`src/rtl/srp_pkg.sv`:
```
// Shared types and constants for the spatial region prefetcher.
// No dependencies; every other rtl file refers to this package by scope.
`default_nettype none

package srp_pkg;

  // Default geometry
  localparam int TableEntriesDef   = 16;
  localparam int LinesPerRegionDef = 16;
  localparam int LineOffsetBitsDef = 6;
  localparam int AddrBitsDef       = 32;

  // Fixed field widths
  localparam int DataW  = 32;
  localparam int AgeW   = 32;
  localparam int ThrW   = 5;
  localparam int PaddrW = 3;

  // Configuration registers
  localparam logic [ThrW-1:0] ThresholdReset = 5'd8;
  localparam logic            CfgThresholdIdx = 1'b0;

  typedef enum logic [2:0] {
    FE_IDLE,
    FE_SCAN,
    FE_UPDATE,
    FE_EVAL,
    FE_PUSH
  } front_state_e;

  typedef struct packed {
    logic full;
    logic empty;
  } queue_status_t;

endpackage

`default_nettype wire

```
`src/rtl/srp_front.sv`:
```
// Front end: accepts a miss, scans the region table, updates the entry and
// queues a prefetch job for a covered, not full region. Depends on srp_pkg.
`default_nettype none

module srp_front #(
  parameter int TableEntries   = srp_pkg::TableEntriesDef,
  parameter int LinesPerRegion = srp_pkg::LinesPerRegionDef,
  parameter int LineOffsetBits = srp_pkg::LineOffsetBitsDef,
  parameter int AddrBits       = srp_pkg::AddrBitsDef,
  localparam int RegionBits    = $clog2(LinesPerRegion),
  localparam int Shift         = LineOffsetBits + RegionBits,
  localparam int TagW          = AddrBits - Shift,
  localparam int IdxW          = (TableEntries > 1) ? $clog2(TableEntries) : 1
) (
  input  wire logic                        clk_i,
  input  wire logic                        rst_ni,
  input  wire logic                        start_i,
  input  wire logic [srp_pkg::DataW-1:0]   miss_address_i,
  input  wire logic [srp_pkg::ThrW-1:0]    threshold_i,
  input  wire srp_pkg::queue_status_t      qstat_i,
  output logic                             push_o,
  output logic [TagW-1:0]                  job_tag_o,
  output logic [LinesPerRegion-1:0]        job_mask_o,
  output logic                             busy_o
);

  srp_pkg::front_state_e state_q, state_d;

  logic [TableEntries-1:0]   valid_q;
  logic [TagW-1:0]           tag_q  [TableEntries];
  logic [LinesPerRegion-1:0] bmap_q [TableEntries];
  logic [srp_pkg::AgeW-1:0]  age_q  [TableEntries];
  logic [srp_pkg::AgeW-1:0]  age_cnt_q;

  logic [TagW-1:0]           miss_tag_q;
  logic [RegionBits-1:0]     miss_line_q;
  logic [IdxW-1:0]           scan_q;
  logic                      found_q, inv_found_q;
  logic [IdxW-1:0]           hit_idx_q, inv_idx_q, min_idx_q, sel_idx_q;
  logic [srp_pkg::AgeW-1:0]  min_age_q;
  logic [LinesPerRegion-1:0] bv_q;

  logic [AddrBits+srp_pkg::DataW-1:0] addr_wide;
  logic [AddrBits-1:0]       addr;
  logic                      accept;
  logic                      scan_last;
  logic                      scan_hit, scan_inv, scan_older;
  logic [IdxW-1:0]           sel_idx;
  logic [LinesPerRegion-1:0] old_bm, line_bit, new_bm;
  logic [5:0]                set_cnt;
  logic                      covered;

  assign addr_wide = {{AddrBits{1'b0}}, miss_address_i};
  assign addr      = addr_wide[AddrBits-1:0];
  assign accept    = start_i && (state_q == srp_pkg::FE_IDLE);
  assign scan_last = (scan_q == IdxW'(TableEntries - 1));

  assign scan_hit   = valid_q[scan_q] && (tag_q[scan_q] == miss_tag_q);
  assign scan_inv   = !valid_q[scan_q];
  assign scan_older = (age_q[scan_q] < min_age_q);

  // Hit wins, then the first free entry, then the oldest entry
  assign sel_idx = found_q ? hit_idx_q : (inv_found_q ? inv_idx_q : min_idx_q);
  assign old_bm  = found_q ? bmap_q[sel_idx] : '0;

  always_comb begin
    line_bit = '0;
    if ({1'b0, miss_line_q} < (RegionBits+1)'(LinesPerRegion)) begin
      line_bit = LinesPerRegion'(1) << miss_line_q;
    end
  end
  assign new_bm = old_bm | line_bit;

  assign set_cnt = 6'($countones(bv_q));
  assign covered = (set_cnt >= {1'b0, threshold_i});

  // Next state
  always_comb begin
    state_d = state_q;
    unique case (state_q)
      srp_pkg::FE_IDLE:   if (start_i) state_d = srp_pkg::FE_SCAN;
      srp_pkg::FE_SCAN:   if (scan_last) state_d = srp_pkg::FE_UPDATE;
      srp_pkg::FE_UPDATE: state_d = srp_pkg::FE_EVAL;
      srp_pkg::FE_EVAL: begin
        if (covered && (bv_q != '1)) state_d = srp_pkg::FE_PUSH;
        else state_d = srp_pkg::FE_IDLE;
      end
      srp_pkg::FE_PUSH:   if (!qstat_i.full) state_d = srp_pkg::FE_IDLE;
      default:            state_d = srp_pkg::FE_IDLE;
    endcase
  end

  // Outputs
  always_comb begin
    busy_o = 1'b1;
    push_o = 1'b0;
    unique case (state_q)
      srp_pkg::FE_IDLE: busy_o = 1'b0;
      srp_pkg::FE_PUSH: push_o = !qstat_i.full;
      default:          busy_o = 1'b1;
    endcase
  end

  assign job_tag_o  = miss_tag_q;
  assign job_mask_o = ~bv_q;

  always_ff @(posedge clk_i or negedge rst_ni) begin
    if (!rst_ni) begin
      state_q   <= srp_pkg::FE_IDLE;
      valid_q   <= '0;
      age_cnt_q <= '0;
    end else begin
      state_q <= state_d;
      if (state_q == srp_pkg::FE_UPDATE) begin
        valid_q[sel_idx] <= 1'b1;
        age_cnt_q        <= age_cnt_q + 1'b1;
      end
    end
  end

  always_ff @(posedge clk_i) begin
    if (accept) begin
      miss_tag_q  <= addr[AddrBits-1:Shift];
      miss_line_q <= addr[Shift-1:LineOffsetBits];
      scan_q      <= '0;
      found_q     <= 1'b0;
      inv_found_q <= 1'b0;
    end
    if (state_q == srp_pkg::FE_SCAN) begin
      scan_q <= scan_q + 1'b1;
      if (scan_hit && !found_q) begin
        found_q   <= 1'b1;
        hit_idx_q <= scan_q;
      end
      if (scan_inv && !inv_found_q) begin
        inv_found_q <= 1'b1;
        inv_idx_q   <= scan_q;
      end
      // Strict compare keeps the lowest index on equal ages
      if ((scan_q == '0) || scan_older) begin
        min_idx_q <= scan_q;
        min_age_q <= age_q[scan_q];
      end
    end
    if (state_q == srp_pkg::FE_UPDATE) begin
      tag_q[sel_idx]  <= miss_tag_q;
      bmap_q[sel_idx] <= new_bm;
      age_q[sel_idx]  <= age_cnt_q + 1'b1;
      bv_q            <= new_bm;
      sel_idx_q       <= sel_idx;
    end
    // Mark every line of a covered region as fetched
    if ((state_q == srp_pkg::FE_EVAL) && covered) begin
      bmap_q[sel_idx_q] <= '1;
    end
  end

  assert property (@(posedge clk_i) disable iff (!rst_ni)
    (state_q == srp_pkg::FE_UPDATE) |-> ($past(state_q) == srp_pkg::FE_SCAN))
    else $error("table update without a completed scan");

  assert property (@(posedge clk_i) disable iff (!rst_ni)
    (state_q != srp_pkg::FE_UPDATE) |=> $stable(age_cnt_q))
    else $error("age counter moved outside an update");

endmodule

`default_nettype wire

```
`src/rtl/srp_queue.sv`:
```
// Two-entry job queue between the table front end and the emitter.
// Depends on srp_pkg for the status struct.
`default_nettype none

module srp_queue #(
  parameter int Width = 32
) (
  input  wire logic               clk_i,
  input  wire logic               rst_ni,
  input  wire logic               push_i,
  input  wire logic [Width-1:0]   data_i,
  input  wire logic               pop_i,
  output logic [Width-1:0]        data_o,
  output srp_pkg::queue_status_t  status_o
);

  logic [Width-1:0] slot_q [2];
  logic             wr_ptr_q, rd_ptr_q;
  logic [1:0]       count_q;

  assign status_o.full  = (count_q == 2'd2);
  assign status_o.empty = (count_q == 2'd0);
  assign data_o         = slot_q[rd_ptr_q];

  always_ff @(posedge clk_i or negedge rst_ni) begin
    if (!rst_ni) begin
      wr_ptr_q <= 1'b0;
      rd_ptr_q <= 1'b0;
      count_q  <= 2'd0;
    end else begin
      if (push_i) wr_ptr_q <= ~wr_ptr_q;
      if (pop_i)  rd_ptr_q <= ~rd_ptr_q;
      count_q <= count_q + {1'b0, push_i} - {1'b0, pop_i};
    end
  end

  always_ff @(posedge clk_i) begin
    if (push_i) slot_q[wr_ptr_q] <= data_i;
  end

  assert property (@(posedge clk_i) disable iff (!rst_ni)
    !(push_i && status_o.full) && !(pop_i && status_o.empty))
    else $error("job queue overflow or underflow");

  assert property (@(posedge clk_i) disable iff (!rst_ni)
    (push_i && !pop_i) |=> (count_q == $past(count_q) + 2'd1))
    else $error("job queue count lost a push");

endmodule

`default_nettype wire

```
`src/rtl/srp_back.sv`:
```
// Emitter: takes one job from the queue and issues one prefetch address
// per cycle for each marked line, lowest line first. Depends on srp_pkg.
`default_nettype none

module srp_back #(
  parameter int LinesPerRegion = srp_pkg::LinesPerRegionDef,
  parameter int LineOffsetBits = srp_pkg::LineOffsetBitsDef,
  parameter int AddrBits       = srp_pkg::AddrBitsDef,
  localparam int RegionBits    = $clog2(LinesPerRegion),
  localparam int Shift         = LineOffsetBits + RegionBits,
  localparam int TagW          = AddrBits - Shift
) (
  input  wire logic                       clk_i,
  input  wire logic                       rst_ni,
  input  wire srp_pkg::queue_status_t     qstat_i,
  input  wire logic [TagW-1:0]            job_tag_i,
  input  wire logic [LinesPerRegion-1:0]  job_mask_i,
  output logic                            pop_o,
  output logic                            result_valid_o,
  output logic [srp_pkg::DataW-1:0]       prefetch_address_o,
  output logic                            last_in_run_o
);

  logic                      active_q;
  logic [TagW-1:0]           tag_q;
  logic [LinesPerRegion-1:0] mask_q;
  logic                      valid_q, last_q;
  logic [srp_pkg::DataW-1:0] addr_q;

  logic [RegionBits-1:0]     low_idx;
  logic [LinesPerRegion-1:0] rest;
  logic [AddrBits+srp_pkg::DataW-1:0] full_addr;

  assign pop_o = !active_q && !qstat_i.empty;

  always_comb begin
    low_idx = '0;
    for (int i = LinesPerRegion - 1; i >= 0; i--) begin
      if (mask_q[i]) low_idx = RegionBits'(i);
    end
  end

  assign rest      = mask_q & ~(LinesPerRegion'(1) << low_idx);
  assign full_addr = {{srp_pkg::DataW{1'b0}}, tag_q, low_idx, {LineOffsetBits{1'b0}}};

  always_ff @(posedge clk_i or negedge rst_ni) begin
    if (!rst_ni) begin
      active_q <= 1'b0;
      valid_q  <= 1'b0;
    end else begin
      valid_q <= active_q;
      if (pop_o) active_q <= 1'b1;
      else if (active_q && (rest == '0)) active_q <= 1'b0;
    end
  end

  always_ff @(posedge clk_i) begin
    if (pop_o) begin
      tag_q  <= job_tag_i;
      mask_q <= job_mask_i;
    end else if (active_q) begin
      mask_q <= rest;
    end
    addr_q <= full_addr[srp_pkg::DataW-1:0];
    last_q <= (rest == '0);
  end

  assign result_valid_o     = valid_q;
  assign prefetch_address_o = addr_q;
  assign last_in_run_o      = valid_q && last_q;

endmodule

`default_nettype wire

```
`src/rtl/spatial_region_prefetcher.sv`:
```
// A miss is scanned one table entry per cycle, updated and evaluated; a
// covered region goes as a job to the emitter, whose registered beats
// follow one per cycle, up to LinesPerRegion - 1 per run. busy is high
// until the miss is done, also while a push waits on a full queue, so a
// new miss is taken only once busy is low. Results are strobed and never
// stall. Reset clears all table entries and sets coverage_threshold to 8.
`default_nettype none

module spatial_region_prefetcher #(
  parameter int TableEntries   = srp_pkg::TableEntriesDef,
  parameter int LinesPerRegion = srp_pkg::LinesPerRegionDef,
  parameter int LineOffsetBits = srp_pkg::LineOffsetBitsDef,
  parameter int AddrBits       = srp_pkg::AddrBitsDef
) (
  input  wire logic                         clk_i,
  input  wire logic                         rst_ni,
  input  wire logic                         psel,
  input  wire logic                         penable,
  input  wire logic                         pwrite,
  input  wire logic [srp_pkg::PaddrW-1:0]   paddr,
  input  wire logic [srp_pkg::DataW-1:0]    pwdata,
  output logic      [srp_pkg::DataW-1:0]    prdata,
  output logic                              pready,
  input  wire logic                         start,
  output logic                              busy,
  input  wire logic [srp_pkg::DataW-1:0]    miss_address_i,
  output logic                              result_valid_o,
  output logic      [srp_pkg::DataW-1:0]    prefetch_address_o,
  output logic                              last_in_run_o
);

  localparam int RegionBits = $clog2(LinesPerRegion);
  localparam int TagW       = AddrBits - LineOffsetBits - RegionBits;
  localparam int JobW       = TagW + LinesPerRegion;

  logic [srp_pkg::ThrW-1:0]  threshold_q;
  logic                      cfg_write;
  srp_pkg::queue_status_t    qstat;
  logic                      push, pop;
  logic [TagW-1:0]           fe_tag, be_tag;
  logic [LinesPerRegion-1:0] fe_mask, be_mask;

  assign pready    = 1'b1;
  assign cfg_write = psel && penable && pwrite &&
                     (paddr[srp_pkg::PaddrW-1] == srp_pkg::CfgThresholdIdx);
  assign prdata    = (paddr[srp_pkg::PaddrW-1] == srp_pkg::CfgThresholdIdx)
                     ? {{(srp_pkg::DataW-srp_pkg::ThrW){1'b0}}, threshold_q} : '0;

  always_ff @(posedge clk_i or negedge rst_ni) begin
    if (!rst_ni) begin
      threshold_q <= srp_pkg::ThresholdReset;
    end else if (cfg_write) begin
      threshold_q <= pwdata[srp_pkg::ThrW-1:0];
    end
  end

  srp_front #(
    .TableEntries   (TableEntries),
    .LinesPerRegion (LinesPerRegion),
    .LineOffsetBits (LineOffsetBits),
    .AddrBits       (AddrBits)
  ) u_front (
    .clk_i          (clk_i),
    .rst_ni         (rst_ni),
    .start_i        (start),
    .miss_address_i (miss_address_i),
    .threshold_i    (threshold_q),
    .qstat_i        (qstat),
    .push_o         (push),
    .job_tag_o      (fe_tag),
    .job_mask_o     (fe_mask),
    .busy_o         (busy)
  );

  srp_queue #(
    .Width (JobW)
  ) u_queue (
    .clk_i    (clk_i),
    .rst_ni   (rst_ni),
    .push_i   (push),
    .data_i   ({fe_tag, fe_mask}),
    .pop_i    (pop),
    .data_o   ({be_tag, be_mask}),
    .status_o (qstat)
  );

  srp_back #(
    .LinesPerRegion (LinesPerRegion),
    .LineOffsetBits (LineOffsetBits),
    .AddrBits       (AddrBits)
  ) u_back (
    .clk_i              (clk_i),
    .rst_ni             (rst_ni),
    .qstat_i            (qstat),
    .job_tag_i          (be_tag),
    .job_mask_i         (be_mask),
    .pop_o              (pop),
    .result_valid_o     (result_valid_o),
    .prefetch_address_o (prefetch_address_o),
    .last_in_run_o      (last_in_run_o)
  );

endmodule

`default_nettype wire

```
`config.mk`:
```
export PLATFORM = sky130hd
export DESIGN_NAME = spatial_region_prefetcher
export DESIGN_NICKNAME = d
export VERILOG_FILES = /design/src/rtl/srp_pkg.sv /design/src/rtl/srp_front.sv /design/src/rtl/srp_queue.sv /design/src/rtl/srp_back.sv /design/src/rtl/spatial_region_prefetcher.sv
export SDC_FILE = /design/constraint.sdc
export NUM_CORES = 1
export LEC_CHECK = 0
export ABC_AREA = 1
export BUFFER_PORTS_ARGS = -buffer_cell sky130_fd_sc_hd__buf_2
export CAP_MARGIN = 10
export CORE_ASPECT_RATIO = 0.9
export CORE_UTILIZATION = 40
export DETAILED_ROUTE_END_ITERATION = 6
export PLACE_DENSITY = 0.52
export SLEW_MARGIN = 40
export SYNTH_ARGS = -nofsm -noshare
export SYNTH_HDL_FRONTEND = slang
export SYNTH_SLANG_ARGS = --single-unit
export TNS_END_PERCENT = 50
```
`constraint.sdc`:
```
create_clock -name clk_i -period 11.5 [get_ports clk_i]
set_input_delay 1.725 -clock clk_i [delete_from_list [all_inputs] [get_ports clk_i]]
set_output_delay 1.725 -clock clk_i [all_outputs]
set_load 0.1 [all_outputs]
```
==> results.cfg <==
[yosys]
avgSynthCellArea_um2 = 13.39
synth_warnings = 0
synth_edf_count = 1328
ys_async_sr_fraction_pct = 4.357
syn_inst = 4228
synth_seq_cells = 1423
synth_area_um2 = 56610
synthTopCellsByCount = edfxtp_1, nor2_1, o21ai_0
ys_types = 53
ys_seq_area_share_pct = 74.36
synthDominantCellAreaShare_pct = 70.45
synth.area.top_cells = edfxtp_1, o21ai_0, nor2_1
synth_flop_cell = edfxtp_1
yosysMostFrequentCell = edfxtp_1
yosysTopAreaCell = edfxtp_1

[floorplan]
initial_core_util_pct = 40.42
io_pins = 141
core_um2 = 140000
num_rows = 130
fp.dieArea_um2 = 143000
chipWidth_um = 398.5
die_y_um = 358.9

[layout]
fin_nets = 4435
final_util_pct = 45.94
multi_input_area_um2 = 13100
diodes = 0
ff_latch_area_um2 = 42110
layout-drive-gt1-share_pct = 11.10
layout.cells.non_filler = 6261
syn2layout_area_growth_pct = 13.66
nFillCells = 12403

[placed_design]
port_buffers = 71
dpl.cell_count = 5990
post-dp-hpwl_mm = 73.60
place.gp.congestion = 0.8079

[sta]
worst_pin_slew_ns = 0.8813
setup_viol = 0
final-hold-violation-count = 0
skew_ns = 0.03340
holdWs_ns = 0.3397
period_minus_slack_ns = 7.018
finalSetupTns_ns = 0
slew_headroom_pct = 41.18
rsz0062_at_grt = no
fin_crit_sh_pct = 61.03
maxSlewViolCount = 0
fmax_mhz = 142.5

[global_route]
grt-ovfl-total = 0
track_usage_pct = 19.68
antenna_found_initial = 0
grt_pass1_vias = 32906
grt_max_degree = 208
grt_pass1_wl_mm = 211.7

[routing]
drt-vias-per-instance = 5.431
topRoutingLayerUsed = met4
dr_wl_met3_mm = 6.491
remaining_drc_errors = 0
wl_per_cell_um = 22.73
drt-total-wl_mm = 142.3
dr.first_iter.drc_count = 2858
drt_first_pass_iters = 5
ant_nets = 0
met1Wirelength_mm = 66.31
wl_met2_mm = 66.78
vias = 34001

[clocking]
post-cts-setup-buffers = 0
cts_resized = 0
cts_sinks = 1423
insertion_delay_ns = 0.78
cts_made_buffers = 149
cts_root_buf = clkbuf_16
cts_buffer_depth = 3
htreeDepth = 4
hold_buffers = 0
clk_pin_slew_ns = 0.06
cts_tree = done

[worst_setup_path]
critPathLaunchType = flop
endpoint_kind = flop
criticalPathCategory = flop to flop
critPathArrivalTime_ns = 7.47
crit_required_ns = 11.95
crit_fanout = 18

[power_and_ir_drop]
p_leak_nw = 21.92
worst_ir_drop_vdd_uv = 172.1
power_density_nw_per_um2 = 267.2

[status]
status = completed

[run]
drv_cap = 0

[worst_hold_path]
min-delay-path-class = flop to flop
[sequential cells by signal, summed over array words and instances (netlist names), 16 cells and up, named ones only]
name and cells:
u_back.mask_q 16, u_back.prefetch_address_o 26, u_back.tag_q 22, u_front.age_cnt_q 32
u_front.age_q 512, u_front.bmap_q 256, u_front.bv_q 16, u_front.job_tag_o 22
u_front.min_age_q 32, u_front.tag_q 352, u_front.valid_q 16, u_queue.slot_q 76
[routing by layer]
metal	track usage, %	up-vias
met1	28.44	17192
met5	0	-
li1	-	15794
met2	31.15	838
met4	5.154	0
met3	2.765	177
[area by class of cell]
| class | count | area share (%) |
|---|---|---|
| multi-input combinational | 2360 | 20.36 |
| timing repair buffer | 163 | 2.005 |
| clock buffer | 196 | 6.373 |
| tap | 1848 | 3.594 |
| sequential | 1423 | 65.45 |
| inverter | 199 | 1.186 |
| clock inverter | 72 | 1.035 |
[critical path: stages, from the launching register on]
cell and delay, ns:
edfxtp_1 0.42, ha_1 0.30, inv_1 0.05, fa_1 0.53
inv_1 0.06, fa_1 0.48, inv_1 0.05, fa_1 0.41
fa_1 0.52, inv_1 0.05, ha_1 0.20, fa_1 0.56
ha_1 0.23, o21a_1 0.11, o21a_1 0.16, o21ai_0 0.13
nand2_1 0.14, nand2_1 0.28, inv_1 0.36, o21ai_0 0.41
inv_1 0.10, nor2_1 0.15, nand2_1 0.12, nor2_2 0.53
buf_4 0.35
[stage by stage]
stage / power, mW / cell area [um^2] / setup slack [ns]
floorplan: 10.65 / 56730 / 5.498
global placement: 12.53 / 59050 / 4.221
detailed placement: 12.58 / 59480 / 4.544
CTS: 17.31 / 64240 / 4.532
global route: 18.17 / 64340 / 4.095
finish: 17.19 / 64340 / 4.482
[layout by cell type (no fill, tap or decap), types with 32 or more instances in the layout]
cell type,instances
buf_2,70
o221ai_1,193
o211ai_1,42
dfrtp_1,61
o22ai_1,99
nor2_1,539
a21oi_1,46
nand2_1,326
clkbuf_16,153
inv_1,187
o21ai_0,525
ha_1,55
nand3_1,122
conb_1,34
nor3_1,142
edfxtp_1,1328
buf_4,64
clkbuf_1,32
[final timing paths]
path                             startpoint                             to  slack, ns  cells after the start
setup / recovery           u_front.bv_q[11]           u_front.bmap_q[2][0]       4.48                     24
hold / removal             u_back.tag_q[13]  u_back.prefetch_address_o[23]       0.34                      0
setup reg to reg           u_front.bv_q[11]           u_front.bmap_q[2][0]       4.48                     24
hold reg to reg            u_back.tag_q[13]  u_back.prefetch_address_o[23]       0.34                      0
max in group asynchronous            rst_ni          u_front.age_cnt_q[13]       9.79                      3
min in group asynchronous            rst_ni                 threshold_q[1]       0.82                      1
[where the power goes]
part	total, mW	leakage, nW	switching, mW	internal, mW
logic	5.66	6.41	4.10	1.56
clock network	4.72	2.32	2.00	2.72
registers	6.81	13.2	0.300	6.51
[cell families (layout without fill, tap and decap cells)]
logic type                 count (synthesis)  in the layout  synth area share (%)
buffers and inverters                    477            630                 3.441
and+or+nand+nor                         1244           1244                 9.334
muxes                                      4              4               0.07073
other                                      2             34               0.01327
adders and majority gates                 66             66                 1.605
xor gates and xnor gates                  41             41                0.6344
DFF                                     1423           1423                 74.36
AOI/OAI and AO/OA                        971            971                 10.54
Power figures use the tool's default switching activity.
